$ cat src/design/afr_pkg.sv
// shared types and constants for the addressed frame receiver
`default_nettype none

package afr_pkg;

    // register indexes on the config port
    localparam logic [1:0] REG_START_BYTE  = 2'd0;
    localparam logic [1:0] REG_OWN_ADDRESS = 2'd1;
    localparam logic [1:0] REG_PAYLOAD_LEN = 2'd2;

    localparam logic [7:0] RST_START_BYTE  = 8'd126;
    localparam logic [7:0] RST_OWN_ADDRESS = 8'd0;
    localparam logic [5:0] RST_PAYLOAD_LEN = 6'd8;

    // result status codes
    localparam logic ST_OK  = 1'b0;
    localparam logic ST_ERR = 1'b1;

    typedef struct packed {
        logic [7:0] start_byte;
        logic [7:0] own_address;
        logic [5:0] payload_length;
    } t_cfg;

    typedef struct packed {
        logic frame_start;
        logic store;
        logic burst_start;
        logic rd;
        logic load_byte;
        logic load_err;
        logic clr_frame;
    } t_cmd;

    typedef struct packed {
        logic start_match;
        logic addr_match;
        logic sum_match;
        logic len_zero;
        logic data_done;
        logic count_zero;
        logic last_rd;
        logic out_free;
    } t_sts;

endpackage

`default_nettype wire

$ cat src/design/addressed_frame_receiver_top.sv
// top level of the addressed frame receiver
`default_nettype none

// Receives link bytes and deframes start-byte / address / payload / checksum frames.
// One received byte is taken per clock while a frame is being parsed. After a checksum
// byte that matches, the receiver stops taking bytes and plays out the N buffered payload
// bytes one by one (a payload buffer read with registered data, then a load of the result
// register, which waits while the output stalls); a mismatch gives one error transaction
// once the result register is free. The result register lets the next frame be received
// while the last result still waits. Registers: start byte at 0x0, own address at 0x4,
// payload length at 0x8 (saturated to MAX_PAYLOAD).
module addressed_frame_receiver_top
    import afr_pkg::*;
#(
    parameter int MAX_PAYLOAD = 32
) (
    input  wire logic        i_clk,
    input  wire logic        i_rst_n,
    input  wire logic        psel,
    input  wire logic        penable,
    input  wire logic        pwrite,
    input  wire logic [3:0]  paddr,
    input  wire logic [31:0] pwdata,
    output logic [31:0]      prdata,
    output logic             pready,
    input  wire logic        i_rx_valid,
    output logic             o_rx_ready,
    input  wire logic [7:0]  i_rx_byte,
    output logic             o_res_valid,
    input  wire logic        i_res_ready,
    output logic [7:0]       o_payload_byte,
    output logic [4:0]       o_byte_index,
    output logic             o_last,
    output logic             o_status
);

    t_cfg cfg;
    t_cmd cmd;
    t_sts sts;

    afr_regs u_regs (
        .i_clk   (i_clk),
        .i_rst_n (i_rst_n),
        .psel    (psel),
        .penable (penable),
        .pwrite  (pwrite),
        .paddr   (paddr),
        .pwdata  (pwdata),
        .prdata  (prdata),
        .pready  (pready),
        .o_cfg   (cfg)
    );

    afr_ctrl u_ctrl (
        .i_clk      (i_clk),
        .i_rst_n    (i_rst_n),
        .i_rx_valid (i_rx_valid),
        .i_sts      (sts),
        .o_rx_ready (o_rx_ready),
        .o_cmd      (cmd)
    );

    afr_dp #(
        .MAX_PAYLOAD (MAX_PAYLOAD)
    ) u_dp (
        .i_clk          (i_clk),
        .i_rst_n        (i_rst_n),
        .i_cfg          (cfg),
        .i_rx_byte      (i_rx_byte),
        .i_cmd          (cmd),
        .i_res_ready    (i_res_ready),
        .o_sts          (sts),
        .o_res_valid    (o_res_valid),
        .o_payload_byte (o_payload_byte),
        .o_byte_index   (o_byte_index),
        .o_last         (o_last),
        .o_status       (o_status)
    );

endmodule

`default_nettype wire

$ cat src/design/afr_regs.sv
// apb configuration registers
`default_nettype none

module afr_regs
    import afr_pkg::*;
(
    input  wire logic        i_clk,
    input  wire logic        i_rst_n,
    input  wire logic        psel,
    input  wire logic        penable,
    input  wire logic        pwrite,
    input  wire logic [3:0]  paddr,
    input  wire logic [31:0] pwdata,
    output logic [31:0]      prdata,
    output logic             pready,
    output t_cfg             o_cfg
);

    t_cfg       r_cfg;
    logic [1:0] reg_idx;
    logic       wr_en;

    assign reg_idx = paddr[3:2];
    assign wr_en   = psel && penable && pwrite;
    assign pready  = 1'b1;
    assign o_cfg   = r_cfg;

    always_ff @(posedge i_clk) begin
        if (!i_rst_n) begin
            r_cfg.start_byte     <= RST_START_BYTE;
            r_cfg.own_address    <= RST_OWN_ADDRESS;
            r_cfg.payload_length <= RST_PAYLOAD_LEN;
        end else if (wr_en) begin
            unique case (reg_idx)
                REG_START_BYTE:  r_cfg.start_byte     <= pwdata[7:0];
                REG_OWN_ADDRESS: r_cfg.own_address    <= pwdata[7:0];
                REG_PAYLOAD_LEN: r_cfg.payload_length <= pwdata[5:0];
                default: ;
            endcase
        end
    end

    always_comb begin
        unique case (reg_idx)
            REG_START_BYTE:  prdata = {24'd0, r_cfg.start_byte};
            REG_OWN_ADDRESS: prdata = {24'd0, r_cfg.own_address};
            REG_PAYLOAD_LEN: prdata = {26'd0, r_cfg.payload_length};
            default:         prdata = 32'd0;
        endcase
    end

endmodule

`default_nettype wire

$ cat src/design/afr_dp.sv
// datapath: running sum, byte count, payload buffer and result register
`default_nettype none

module afr_dp
    import afr_pkg::*;
#(
    parameter int MAX_PAYLOAD = 32
) (
    input  wire logic       i_clk,
    input  wire logic       i_rst_n,
    input  wire t_cfg       i_cfg,
    input  wire logic [7:0] i_rx_byte,
    input  wire t_cmd       i_cmd,
    input  wire logic       i_res_ready,
    output t_sts            o_sts,
    output logic            o_res_valid,
    output logic [7:0]      o_payload_byte,
    output logic [4:0]      o_byte_index,
    output logic            o_last,
    output logic            o_status
);

    localparam int AW = (MAX_PAYLOAD > 1) ? $clog2(MAX_PAYLOAD) : 1;
    localparam int CW = $clog2(MAX_PAYLOAD + 1);
    localparam logic [6:0] MAX7 = 7'(MAX_PAYLOAD);

    logic [7:0]    r_mem [MAX_PAYLOAD];
    logic [7:0]    r_rd_data;
    logic [7:0]    r_sum;
    logic [CW-1:0] r_count;
    logic [AW-1:0] r_burst_idx;

    logic          r_out_valid;
    logic [7:0]    r_payload;
    logic [4:0]    r_index;
    logic          r_last;
    logic          r_status;

    logic [6:0]    len7;
    logic [CW-1:0] eff_len;
    logic          store_ok;
    logic          do_store;
    logic [CW:0]   cnt_inc;
    logic [CW:0]   idx_inc;
    logic          last_rd;

    // length saturates at the buffer depth
    assign len7     = {1'b0, i_cfg.payload_length};
    assign eff_len  = (len7 > MAX7) ? CW'(MAX_PAYLOAD) : CW'(len7);
    assign store_ok = r_count < eff_len;
    assign do_store = i_cmd.store && store_ok;
    assign cnt_inc  = {1'b0, r_count} + (CW+1)'(1);
    assign idx_inc  = (CW+1)'(r_burst_idx) + (CW+1)'(1);
    assign last_rd  = idx_inc == {1'b0, r_count};

    always_comb begin
        o_sts.start_match = i_rx_byte == i_cfg.start_byte;
        o_sts.addr_match  = i_rx_byte == i_cfg.own_address;
        o_sts.sum_match   = i_rx_byte == r_sum;
        o_sts.len_zero    = eff_len == '0;
        o_sts.data_done   = !store_ok || (cnt_inc >= {1'b0, eff_len});
        o_sts.count_zero  = r_count == '0;
        o_sts.last_rd     = last_rd;
        o_sts.out_free    = !r_out_valid || i_res_ready;
    end

    always_ff @(posedge i_clk) begin
        if (do_store) begin
            r_mem[r_count[AW-1:0]] <= i_rx_byte;
        end
        if (i_cmd.rd) begin
            r_rd_data <= r_mem[r_burst_idx];
        end
    end

    always_ff @(posedge i_clk) begin
        if (!i_rst_n) begin
            r_sum       <= '0;
            r_count     <= '0;
            r_burst_idx <= '0;
        end else begin
            if (i_cmd.frame_start) begin
                r_sum   <= i_rx_byte;
                r_count <= '0;
            end else if (do_store) begin
                r_sum   <= r_sum + i_rx_byte;
                r_count <= cnt_inc[CW-1:0];
            end else if (i_cmd.clr_frame) begin
                r_sum   <= '0;
                r_count <= '0;
            end
            if (i_cmd.burst_start) begin
                r_burst_idx <= '0;
            end else if (i_cmd.load_byte) begin
                r_burst_idx <= r_burst_idx + AW'(1);
            end
        end
    end

    always_ff @(posedge i_clk) begin
        if (!i_rst_n) begin
            r_out_valid <= 1'b0;
        end else if (i_cmd.load_byte || i_cmd.load_err) begin
            r_out_valid <= 1'b1;
        end else if (i_res_ready) begin
            r_out_valid <= 1'b0;
        end
    end

    always_ff @(posedge i_clk) begin
        if (i_cmd.load_byte) begin
            r_payload <= r_rd_data;
            r_index   <= 5'(r_burst_idx);
            r_last    <= last_rd;
            r_status  <= ST_OK;
        end else if (i_cmd.load_err) begin
            r_payload <= 8'd0;
            r_index   <= 5'd0;
            r_last    <= 1'b1;
            r_status  <= ST_ERR;
        end
    end

    assign o_res_valid    = r_out_valid;
    assign o_payload_byte = r_payload;
    assign o_byte_index   = r_index;
    assign o_last         = r_last;
    assign o_status       = r_status;

    a_err_shape: assert property (@(posedge i_clk) disable iff (!i_rst_n)
        (r_out_valid && r_status == ST_ERR) |-> (r_last && r_payload == 8'd0 && r_index == 5'd0))
        else $error("error result with bad fields");

    a_count_bound: assert property (@(posedge i_clk) disable iff (!i_rst_n)
        r_count <= CW'(MAX_PAYLOAD))
        else $error("byte count beyond buffer depth");

    a_store_counts: assert property (@(posedge i_clk) disable iff (!i_rst_n)
        do_store |=> r_count == $past(cnt_inc[CW-1:0]))
        else $error("stored byte not counted");

endmodule

`default_nettype wire

$ cat src/design/afr_ctrl.sv
// controller: frame parsing and burst sequencing state machine
`default_nettype none

module afr_ctrl
    import afr_pkg::*;
(
    input  wire logic i_clk,
    input  wire logic i_rst_n,
    input  wire logic i_rx_valid,
    input  wire t_sts i_sts,
    output logic      o_rx_ready,
    output t_cmd      o_cmd
);

    typedef enum logic [2:0] {
        S_HUNT,
        S_ADDR,
        S_DATA,
        S_CSUM,
        S_RD,
        S_LOAD,
        S_ERR
    } t_state;

    t_state r_state;
    t_state n_state;
    logic   rx_fire;

    assign o_rx_ready = (r_state == S_HUNT) || (r_state == S_ADDR) ||
                        (r_state == S_DATA) || (r_state == S_CSUM);
    assign rx_fire    = i_rx_valid && o_rx_ready;

    always_comb begin
        n_state = r_state;
        o_cmd   = '0;
        unique case (r_state)
            S_HUNT: begin
                if (rx_fire && i_sts.start_match) begin
                    n_state = S_ADDR;
                end
            end
            S_ADDR: begin
                if (rx_fire) begin
                    if (i_sts.addr_match) begin
                        o_cmd.frame_start = 1'b1;
                        n_state = i_sts.len_zero ? S_CSUM : S_DATA;
                    end else begin
                        n_state = S_HUNT;
                    end
                end
            end
            S_DATA: begin
                if (rx_fire) begin
                    o_cmd.store = 1'b1;
                    if (i_sts.data_done) begin
                        n_state = S_CSUM;
                    end
                end
            end
            S_CSUM: begin
                if (rx_fire) begin
                    if (!i_sts.sum_match) begin
                        n_state = S_ERR;
                    end else if (i_sts.count_zero) begin
                        o_cmd.clr_frame = 1'b1;
                        n_state = S_HUNT;
                    end else begin
                        o_cmd.burst_start = 1'b1;
                        n_state = S_RD;
                    end
                end
            end
            S_RD: begin
                o_cmd.rd = 1'b1;
                n_state  = S_LOAD;
            end
            S_LOAD: begin
                if (i_sts.out_free) begin
                    o_cmd.load_byte = 1'b1;
                    if (i_sts.last_rd) begin
                        o_cmd.clr_frame = 1'b1;
                        n_state = S_HUNT;
                    end else begin
                        n_state = S_RD;
                    end
                end
            end
            S_ERR: begin
                if (i_sts.out_free) begin
                    o_cmd.load_err  = 1'b1;
                    o_cmd.clr_frame = 1'b1;
                    n_state = S_HUNT;
                end
            end
            default: begin
                n_state = S_HUNT;
            end
        endcase
    end

    always_ff @(posedge i_clk) begin
        if (!i_rst_n) begin
            r_state <= S_HUNT;
        end else begin
            r_state <= n_state;
        end
    end

    a_load_needs_room: assert property (@(posedge i_clk) disable iff (!i_rst_n)
        (o_cmd.load_byte || o_cmd.load_err) |-> i_sts.out_free)
        else $error("result register overwritten");

    a_no_rx_in_burst: assert property (@(posedge i_clk) disable iff (!i_rst_n)
        (r_state == S_RD || r_state == S_LOAD || r_state == S_ERR) |-> !o_rx_ready)
        else $error("receive open during burst");

    a_rd_then_load: assert property (@(posedge i_clk) disable iff (!i_rst_n)
        (r_state == S_RD) |=> (r_state == S_LOAD))
        else $error("buffer read not followed by load");

endmodule

`default_nettype wire
$ cat config.mk
export PLATFORM = sky130hd
export DESIGN_NAME = addressed_frame_receiver_top
export DESIGN_NICKNAME = d
export VERILOG_FILES = /design/src/design/afr_pkg.sv /design/src/design/addressed_frame_receiver_top.sv /design/src/design/afr_regs.sv /design/src/design/afr_dp.sv /design/src/design/afr_ctrl.sv
export SDC_FILE = /design/constraint.sdc
export NUM_CORES = 1
export LEC_CHECK = 0
export BUFFER_PORTS_ARGS = -buffer_cell sky130_fd_sc_hd__buf_2
export CORE_ASPECT_RATIO = 1.25
export CORE_UTILIZATION = 40
export DETAILED_ROUTE_END_ITERATION = 8
export PLACE_DENSITY = 0.61
export SYNTH_ARGS = -nofsm -noshare
export SYNTH_HDL_FRONTEND = slang
export SYNTH_HIERARCHICAL = 1
export SYNTH_SLANG_ARGS = --single-unit
$ cat constraint.sdc
create_clock -name i_clk -period 3.6 [get_ports i_clk]
set_clock_uncertainty 0.05 [all_clocks]
set_input_delay 0.18 -clock i_clk [delete_from_list [all_inputs] [get_ports i_clk]]
set_output_delay 0.18 -clock i_clk [all_outputs]
set_load 0.01 [all_outputs]
# Word-level counts from Yosys, hierarchy flattened
# Memory sizes are Yosys's and may differ from the RTL's. A register that Yosys moved wholly into a read port is not among the register bits.
# Cells that the tools add are included.
# totals
memories	1
word_cells	117
ramBits	256
out_inout_bits	50
ff_bits	60
input_bits	51
# op_classes
reduce_logical	27
magnitude_cmp	3
n_bitwise	1
addsub	4
eq_ne	19
n_mux	50
# mem_list
name	words	width	read_ports	rd_ports_with_merged_regs	write_ports	line	text
u_dp.r_mem	32	8	1	1	1	afr_dp.sv:27	logic [7:0] r_mem [MAX_PAYLOAD];
# ops
cell	count
8-bit two-way mux	5
3-bit two-way mux	11
1-bit two-way mux	25
8-bit == test	3
8-bit case mux with 3 select lines	1
3-bit case mux with 7 select lines	1
6-bit two-way mux	3
6-bit zero test	2
5-bit two-way mux	2
3-bit == test (second input constant)	3
8-bit adder	1
2-bit inequality test (second input constant)	4
6-bit by 1-bit adder with 7-bit output (second input constant)	1
7-bit by 6-bit == test with 1-bit output	1
7-bit by 6-bit greater-or-equal comparator with 1-bit output	1
7-bit AND reduction	1
5-bit by 1-bit adder with 6-bit output (second input constant)	1
3-bit by 2-bit == test with 1-bit output (second input constant)	2
6-bit greater-than comparator (second input constant)	1
1-bit logical OR	6
6-bit < comparator	1
2-bit by 1-bit inequality test with 1-bit output (second input constant)	3
2-bit AND reduction	3
2-bit nonzero test	3
13 further kinds	19

# Longest topological paths before layout
# Gate-level depths: netlist of run 1.
# depth
depth_word	10
ltp_mapped	15
depth_no_buf	11

# Modules after synthesis
# Netlist of run 1, hierarchy kept.
# by_module_without_submodules
mod	cells_each	instances	area_per_inst_um2	seq_area_each_um2
afr_dp	691	1	12534.5	8768.4
afr_regs	144	1	1270.0	440.4
afr_ctrl	42	1	350.3	60.1

# Worst setup path after synthesis of run 1
# No wires, ideal clock.
# synth_timing
path_type	register -> register
from	reg u_dp.r_count[0]
to	reg u_ctrl.r_state[0]
n_path_buf	0
required_ns	3.434
setup_slack_ns	0.682
path_stages_with_launch	12
arrival_ns	2.751
setup_time_ns	0.116
synth_period_minus_slack_ns	2.918
cell_sequence	dfxtp_1 -> inv_1 -> ha_1 -> ha_1 -> a21oi_1 -> nor2b_1 -> o21ai_0 -> a21oi_1 -> or4_1 -> or4b_4 -> o221a_4 -> o211a_1
# synth_lines
item	line	text
start, declared	afr_dp.sv:30	logic [CW-1:0] r_count;
start signal, assigned	afr_dp.sv:87	r_count <= cnt_inc[CW-1:0];
end signal, assigned	afr_ctrl.sv:105	r_state <= n_state;
end, declared	afr_ctrl.sv:25	t_state r_state;

==> impl_metrics.env, run 1 <==
export IMPL_ys_ff_latch=324
export IMPL_die_x_um=170
export IMPL_path_delay_family="simple AND/OR/NAND/NOR gates"
export IMPL_final_common_cell="edfxtp_1"
export IMPL_place_area_um2=15100
export IMPL_drtIter0Drc=563
export IMPL_dpl_hpwl_um=20700
export IMPL_die_area_um2=36100
export IMPL_synthArstFlopShare=0
export IMPL_gp_congestion=0.808
export IMPL_ir_worst_vdd_mv=0.359
export IMPL_synthesis_area_um2=14200
export IMPL_fin_cells=1469
export IMPL_ios=101
export IMPL_grt_max_degree=43
export IMPL_max_stage_delay_ns=0.53
export IMPL_port_buffers=49
export IMPL_grt_usage=0.176
export IMPL_maxCapViolCount=0
export IMPL_cts_root_buf="clkbuf_16"
export IMPL_htreeDepth=1
export IMPL_initial_core_util=0.409
export IMPL_synthDistinctLibCells=60
export IMPL_fin_util=0.465
export IMPL_place_inst=1403
export IMPL_cp_required_ns=4.00
export IMPL_synth_cells=877
export IMPL_clkSinkCount=324
export IMPL_finalSetupTns_ns=0
export IMPL_start_kind="flop"
export IMPL_nets=1055
export IMPL_coreArea_um2=34600
export IMPL_cts_tree="built"
export IMPL_synth_compound_area_frac=0.0384
export IMPL_drt_first_pass_iters=5
export IMPL_wl_per_cell_um=21.2
export IMPL_cts_inserted_buffers=31
export IMPL_ys_warnings_count=6
export IMPL_synth_xor_area_share=0.0217
export IMPL_hp_class="in -> reg"
export IMPL_crit_buf_inv=1
export IMPL_synth_edf_count=278
export IMPL_status="complete, no violations"
export IMPL_max_slew_margin=0.320
export IMPL_synthAdderAreaFrac=0.0233
export IMPL_grt_pass1_wl_um=46900
export IMPL_worstSetupEndpointType="flop"
export IMPL_antenna_found_initial=0
export IMPL_grt_ovfl_total=0
export IMPL_crit_type="reg -> reg"
export IMPL_maxClockFrequency_ghz=0.313
export IMPL_muxShareOfSynthArea=0.153
export IMPL_wl_um=31100
export IMPL_avgSynthCellArea_um2=16.1
export IMPL_synthFlopType="edfxtp_1"
export IMPL_drive_gt1_frac=0.248
export IMPL_power_density_nw_per_um2=451
export IMPL_cp_data_arrival_time_ns=3.59
export IMPL_rsz0062_at_grt="false"
export IMPL_critPathSlowestCell="or4b_4"
export IMPL_synthToLayoutAreaGrowth_pct=13.7
export IMPL_tightest_slew_ns=1.02
export IMPL_cts_clk_slew_worst_paths_ns=0.07
export IMPL_viasPerCell=5.28
export IMPL_hold_viol_final=0
export IMPL_synth_top_family_by_area="multiplexers"
export IMPL_crit_fanout=7
export IMPL_post_route_min_period_ns=3.19
export IMPL_final_cell_mix="edfxtp_1 (278), mux4_2 (80), nor2_1 (66), buf_4 (57), nand2_1 (55)"
export IMPL_vias=7757
export IMPL_worstSkewPairLatency_ns=0.57
export IMPL_antenna_cells=0
export IMPL_timing_final_crit_share=0.886
export IMPL_final_setup_worst_slack_ns=0.409
export IMPL_die_height_um=212
export IMPL_finalSetupViolations=0
export IMPL_dp_slack_ns=0.424
export IMPL_antenna_left=0
export IMPL_row_count=76
export IMPL_path_cells="inv_1 > ha_1 > ha_1 > a21oi_1 > nor2b_1 > o21ai_0 > a21oi_1 > or4_1 > or4b_4 > o221a_4 > o211a_1"
export IMPL_grt_pass1_vias=7710
export IMPL_synthSimpleGateAreaFrac=0.0717
export IMPL_finalInstanceArea_um2=16100
export IMPL_yosysSeqAreaShare=0.655
export IMPL_p_leak_nw=5.26
export IMPL_cts_buffer_depth=3
export IMPL_drc=0
export IMPL_timing_final_max_slew_violations=0
==> cells in the mapped netlist, drive strengths merged, types with 2 or more instances <==
cell,instances,area [µm²]
nand2,55,206
mux4,80,1800
nor2b,11,68.8
nand2b,4,25.0
buf,46,342
clkbuf,25,93.8
or4,2,15.0
a211oi,5,37.5
inv,23,86.3
nand4,6,37.5
mux2i,27,270
xnor2,28,245
ha,24,300
nor3,9,45.0
a21o,3,22.5
nand3,16,92.6
dfxtp,46,921
mux2,8,90.1
or3,5,31.3
o211ai,9,67.6
o31ai,5,37.5
a21oi,17,85.1
nor3b,7,75.1
edfxtp,278,8350
o41ai,4,35.0
nor4,3,18.8
and4,2,17.5
conb,2,7.51
o21a,2,15.0
xor2,7,61.3
nor2,66,248
a221oi,3,26.3
and2,14,87.6
o21ai,16,80.1
==> metrics by stage <==
step | power, mW | hold slack (ns)
floorplan | 4.25 | 0.229
global placement | 4.33 | 0.394
detailed placement | 4.34 | 0.406
CTS | 7.33 | 0.00959
global route | 7.48 | 0.0125
finish | 7.25 | 0.0175
==> logic make-up (layout without fill, tap and decap cells) <==
logic type	after synthesis	after routing
buf+inv	94	195
other cells	2	25
mux	115	115
compound gates	76	76
fa+ha+maj	26	26
flops	324	324
simple gates	205	205
xor+xnor	35	35
==> state kept, by name, summed over array words and instances (netlist names) <==
name                 flops
u_dp/r_sum               8
u_dp/o_last              1
u_regs/o_cfg            22
u_dp/o_byte_index        5
u_dp/o_payload_byte      8
u_ctrl/r_state           3
u_dp/r_burst_idx         5
u_dp/r_rd_data           8
u_dp/o_status            1
u_dp/r_mem             256
u_dp/o_res_valid         1
u_dp/r_count             6
==> final cells by class <==
type                            count  area [µm²]
Fill cell                        3043       18500
Sequential cell                   324        9270
Multi-Input combinational cell    482        4450
Clock buffer                       38         802
Timing Repair Buffer              117         783
Tap cell                          468         586
Clock inverter                     17         113
Inverter                           23        86.3
==> per-layer routing <==
layer	up-vias	share of wire	track usage
met4	0	0.021	0.0506
met2	224	0.50	0.299
li1	3538	-	-
met3	41	0.047	0.0238
met1	3954	0.43	0.236
met5	-	0	0
==> worst paths after layout <==
| kind | startpoint | endpoint | slack [ns] | cells after the start |
|---|---|---|---|---|
| hold reg to reg | u_dp/o_status | u_dp/o_status | 0.44 | 2 |
| hold / removal | i_rx_byte[7] | u_dp/r_mem[30][7] | 0.02 | 1 |
| setup reg to reg | u_dp/r_count[0] | u_ctrl/r_state[0] | 0.41 | 11 |
| setup / recovery | u_dp/r_count[0] | u_ctrl/r_state[0] | 0.41 | 11 |
==> power by group <==
group	leakage [nW]	internal [mW]	switching, mW	total [mW]
Sequential	2.85	4.07	0.00404	4.07
Combinational	1.97	0.0591	0.137	0.196
Clock	0.445	1.64	1.34	2.99
Total	5.26	5.77	1.48	7.25
==> repair_timing <==
item / 4_1_cts / 5_1_grt
setup buffers: 0 / 0
endpoints found under the setup margin: 0 / 0
hold buffers: 11 / 0
resized for setup: 0 / 0
endpoints found under the hold margin: 26 / 0
Power figures use the tool's default switching activity.
==> run 2, diff against run 1 <==
--- a/config.mk
+++ b/config.mk
@@ -9,7 +9,8 @@
 export CORE_ASPECT_RATIO = 1.25
 export CORE_UTILIZATION = 40
 export DETAILED_ROUTE_END_ITERATION = 8
-export PLACE_DENSITY = 0.61
+export MAX_ROUTING_LAYER = met4
+export PLACE_DENSITY = 0.63
 export SYNTH_ARGS = -nofsm -noshare
 export SYNTH_HDL_FRONTEND = slang
 export SYNTH_HIERARCHICAL = 1
==> constraint.sdc (replaced) <==
create_clock -name i_clk -period 2.9 [get_ports i_clk]
set_clock_uncertainty 0.05 [all_clocks]
set_input_delay 0.145 -clock i_clk [delete_from_list [all_inputs] [get_ports i_clk]]
set_output_delay 0.145 -clock i_clk [all_outputs]
set_load 0.01 [all_outputs]
==> run 2 against run 1 <==
  * Routed wire length down 0.97%
  * Largest cell class unchanged
  * Non-clock buffer count up 25
  * Core utilization up 1.5 points
  * Register-to-register slack worse by 0.31 ns
  * Hold slack worse by 0.0042 ns
  * Largest power group unchanged
  * Critical path type unchanged
==> impl_metrics.env, run 2 (synthesized netlist as in run 1, its figures left out) <==
export IMPL_status="complete, no violations"
export IMPL_p_leak_nw=5.52
export IMPL_clkSinkCount=324
export IMPL_hold_viol_final=0
export IMPL_maxCapViolCount=0
export IMPL_final_common_cell="edfxtp_1"
export IMPL_drive_gt1_frac=0.292
export IMPL_cts_tree="built"
export IMPL_vias=7887
export IMPL_start_kind="flop"
export IMPL_ios=101
export IMPL_power_density_nw_per_um2=588
export IMPL_max_slew_margin=0.526
export IMPL_antenna_cells=0
export IMPL_gp_congestion=0.804
export IMPL_die_area_um2=36100
export IMPL_port_buffers=49
export IMPL_ir_worst_vdd_mv=0.412
export IMPL_grt_usage=0.182
export IMPL_antenna_left=0
export IMPL_cts_root_buf="clkbuf_16"
export IMPL_cp_data_arrival_time_ns=3.15
export IMPL_nets=1083
export IMPL_cts_inserted_buffers=34
export IMPL_hp_class="in -> reg"
export IMPL_grt_pass1_vias=7917
export IMPL_grt_max_degree=68
export IMPL_timing_final_crit_share=0.965
export IMPL_wl_per_cell_um=20.5
export IMPL_drt_first_pass_iters=5
export IMPL_dpl_hpwl_um=20200
export IMPL_htreeDepth=2
export IMPL_worstSkewPairLatency_ns=0.52
export IMPL_synthToLayoutAreaGrowth_pct=17.4
export IMPL_antenna_found_initial=0
export IMPL_die_x_um=170
export IMPL_viasPerCell=5.26
export IMPL_worstSetupEndpointType="flop"
export IMPL_maxClockFrequency_ghz=0.357
export IMPL_row_count=76
export IMPL_cts_buffer_depth=3
export IMPL_crit_fanout=4
export IMPL_rsz0062_at_grt="true"
export IMPL_dp_slack_ns=-0.0876
export IMPL_grt_ovfl_total=0
export IMPL_finalSetupTns_ns=0
export IMPL_timing_final_max_slew_violations=0
export IMPL_die_height_um=212
export IMPL_final_cell_mix="edfxtp_1 (278), buf_4 (81), mux4_2 (80), nor2_1 (64), nand2_1 (54)"
export IMPL_cts_clk_slew_worst_paths_ns=0.06
export IMPL_cp_required_ns=3.25
export IMPL_coreArea_um2=34600
export IMPL_drtIter0Drc=679
export IMPL_drc=0
export IMPL_tightest_slew_ns=0.710
export IMPL_crit_type="reg -> reg"
export IMPL_grt_pass1_wl_um=47000
export IMPL_initial_core_util=0.409
export IMPL_post_route_min_period_ns=2.80
export IMPL_largest_register_ffs=256
export IMPL_wl_um=30800
export IMPL_finalSetupViolations=0
export IMPL_final_setup_worst_slack_ns=0.101
run 2: changes by cell type in the layout (fill, tap and decap cells not counted), sizes merged:
cell,delta
buf,+27
bufinv,+4
clkbuf,+3
clkinv,+2
clkinvlp,-3
dlygate4sd3,-2
run 2: power breakdown:
group          internal, mW  total [mW]  switching, mW
clock                  2.68        4.47           1.80
sequential             5.05        5.05        0.00510
combinational        0.0749       0.243          0.168
total                  7.80        9.77           1.97
run 2: final timing paths:
check	from	end	cells after the start	slack, ns
worst max-delay path	u_regs/o_cfg[3]	u_ctrl/r_state[0]	9	0.10
worst min register to register	u_dp/o_status	u_dp/o_status	2	0.43
worst min-delay path	i_rst_n	u_regs/o_cfg[1]	3	0.01
worst max register to register	u_regs/o_cfg[3]	u_ctrl/r_state[0]	9	0.10
run 2: layer usage:
metal  track usage  up-vias  routed length [µm]
met2         0.299      253               15500
li1              -     3606                   -
met1         0.236     3981               13100
met4        0.0562        0                 692
met5             -        -                   0
met3        0.0223       47                1510
run 2: critical path, cell delays in order, from the launching register on:
cell      delay, ns
dfxtp_1        0.39
nand2_1        0.11
ha_1           0.30
and4_1         0.18
o21ai_1        0.10
o211ai_1       0.14
or4_4          0.53
or4b_4         0.53
o221a_4        0.14
o211a_1        0.20
run 2: layout make-up:
class	instances	area, µm²
Fill cell	2999	18000
Sequential cell	324	9290
Multi-Input combinational cell	482	4520
Timing Repair Buffer	142	995
Clock buffer	41	898
Tap cell	468	586
Clock inverter	20	245
Inverter	23	88.8
run 2: repair_timing:
action	4_1_cts	5_1_grt
setup buffers	2	2
pin swaps	9	9
hold endpoints to repair	23	0
hold buffers	9	0
setup endpoints to repair	3	7
gates resized for setup	19	7
run 2: stage by stage:
stage	instance area, µm²	utilization	power [mW]	cells	hold slack (ns)
global route	16600	0.480	10.0	1500	0.0157
finish	16600	0.480	9.77	1500	0.0133
floorplan	14200	-	5.28	900	0.194
CTS	16600	0.479	9.86	1498	0.00220
global placement	15300	0.441	5.38	1426	0.365
detailed placement	15300	0.441	5.39	1426	0.365
==> run 3, diff against run 2 <==
--- a/config.mk
+++ b/config.mk
@@ -7,10 +7,10 @@
 export LEC_CHECK = 0
 export BUFFER_PORTS_ARGS = -buffer_cell sky130_fd_sc_hd__buf_2
 export CORE_ASPECT_RATIO = 1.25
-export CORE_UTILIZATION = 40
+export CORE_UTILIZATION = 35
 export DETAILED_ROUTE_END_ITERATION = 8
 export MAX_ROUTING_LAYER = met4
-export PLACE_DENSITY = 0.63
+export PLACE_DENSITY = 0.57
 export SYNTH_ARGS = -nofsm -noshare
 export SYNTH_HDL_FRONTEND = slang
 export SYNTH_HIERARCHICAL = 1
==> run 3 against run 2 <==
  * Via count shrank 0.46%
  * Largest cell class unchanged
  * Sequential power is essentially flat
  * Setup slack lost 0.025 ns
  * Final cell count grew 2.3%
  * First-iteration DRC count shrank 24%
  * Highest routed layer unchanged
  * Final area grew 0.19%
==> impl_metrics.env, run 3 (synthesized netlist as in run 1, its figures left out) <==
export IMPL_status="complete, no violations"
export IMPL_die_area_um2=41300
export IMPL_dpl_hpwl_um=22000
export IMPL_finalSetupTns_ns=0
export IMPL_post_route_min_period_ns=2.82
export IMPL_antenna_left=0
export IMPL_final_common_cell="edfxtp_1"
export IMPL_die_x_um=182
export IMPL_worstSkewPairLatency_ns=0.53
export IMPL_final_cell_mix="edfxtp_1 (278), buf_4 (80), mux4_2 (80), nor2_1 (66), nand2_1 (54)"
export IMPL_ir_worst_vdd_mv=0.308
export IMPL_hold_viol_final=0
export IMPL_initial_core_util=0.354
export IMPL_wl_per_cell_um=21.4
export IMPL_max_slew_margin=0.415
export IMPL_antenna_cells=0
export IMPL_place_area_um2=15300
export IMPL_drc=0
export IMPL_synthToLayoutAreaGrowth_pct=17.6
export IMPL_grt_usage=0.170
export IMPL_nets=1084
export IMPL_path_cells="nand3_2 > nor2_1 > xor2_1 > ha_1 > o21ai_1 > a21oi_1 > or4_1 > or4b_4 > o221a_4 > o211a_1"
export IMPL_largest_register_ffs=256
export IMPL_p_leak_nw=5.52
export IMPL_finalPower_mw=9.78
export IMPL_die_height_um=227
export IMPL_antenna_found_initial=0
export IMPL_grt_pass1_wl_um=50500
export IMPL_crit_type="reg -> reg"
export IMPL_cp_data_arrival_time_ns=3.19
export IMPL_cts_inserted_buffers=35
export IMPL_grt_ovfl_total=0
export IMPL_crit_fanout=5
export IMPL_path_delay_family="simple AND/OR/NAND/NOR gates"
export IMPL_whs_ns=0.0159
export IMPL_drive_gt1_frac=0.286
export IMPL_wl_um=32800
export IMPL_finalSetupViolations=0
export IMPL_maxCapViolCount=0
export IMPL_maxClockFrequency_ghz=0.354
export IMPL_power_density_nw_per_um2=587
export IMPL_cts_root_buf="clkbuf_16"
export IMPL_ios=101
export IMPL_grt_pass1_vias=8018
export IMPL_gp_congestion=0.820
export IMPL_drtIter0Drc=519
export IMPL_vias=7851
export IMPL_cts_clk_slew_worst_paths_ns=0.06
export IMPL_htreeDepth=2
export IMPL_cts_tree="built"
export IMPL_critPathSlowestCell="or4b_4"
export IMPL_clkSinkCount=324
export IMPL_cts_buffer_depth=3
export IMPL_coreArea_um2=40000
export IMPL_viasPerCell=5.11
export IMPL_timing_final_max_slew_violations=0
export IMPL_row_count=82
export IMPL_hp_class="in -> reg"
export IMPL_crit_buf_inv=0
export IMPL_max_stage_delay_ns=0.53
export IMPL_worstSetupEndpointType="flop"
export IMPL_port_buffers=49
export IMPL_tightest_slew_ns=0.874
export IMPL_drt_first_pass_iters=5
export IMPL_fin_util=0.416
export IMPL_finalInstanceArea_um2=16600
export IMPL_start_kind="flop"
export IMPL_timing_final_crit_share=0.974
export IMPL_cp_required_ns=3.27
export IMPL_grt_max_degree=61
==> run 3: cell type report <==
type,instances,area [µm²]
sequential,324,9280
timing repair buffer,142,988
clock inverter,18,204
multi-input combinational,482,4510
tap,504,631
inverter,23,86.3
clock buffer,42,945
fill,3600,23400
==> run 3: final timing paths <==
check / from / to / slack [ns] / cells past startpoint
min reg2reg: u_regs/o_cfg[7] / u_regs/o_cfg[7] / 0.44 / 2
max reg2reg: u_dp/r_count[2] / u_ctrl/r_state[0] / 0.08 / 10
min: i_rx_byte[5] / u_dp/r_mem[12][5] / 0.02 / 2
max: u_dp/r_count[2] / u_ctrl/r_state[0] / 0.08 / 10
==> run 3: repair_timing <==
action,in CTS,in global routing
pin swaps,8,4
resized for setup,16,4
buffers inserted,1,1
hold buffers,10,0
endpoints found under the hold margin,26,0
setup endpoints to repair,3,214
==> run 3: power breakdown <==
part           internal (mW)  leakage, nW  switching [mW]
Sequential              5.05         2.85         0.00508
Clock                   2.68        0.553            1.80
Combinational         0.0745         2.12           0.171
Total                   7.80         5.52            1.98
==> run 3: per-stage QoR <==
step / instances / setup slack [ns]
finish: 1535 / 0.0760
global route: 1535 / -0.00161
CTS: 1534 / 0.000553
detailed placement: 1463 / -0.0287
global placement: 1463 / -0.0513
floorplan: 900 / -0.0175
==> run 3: routing by layer <==
| metal | up-vias | track usage | wire length, µm | share of wire |
|---|---|---|---|---|
| met5 | - | - | 0 | 0 |
| met1 | 4026 | 0.216 | 14600 | 0.44 |
| met3 | 40 | 0.0241 | 1180 | 0.036 |
| li1 | 3608 | - | - | - |
| met2 | 177 | 0.289 | 16500 | 0.50 |
| met4 | 0 | 0.0412 | 533 | 0.016 |
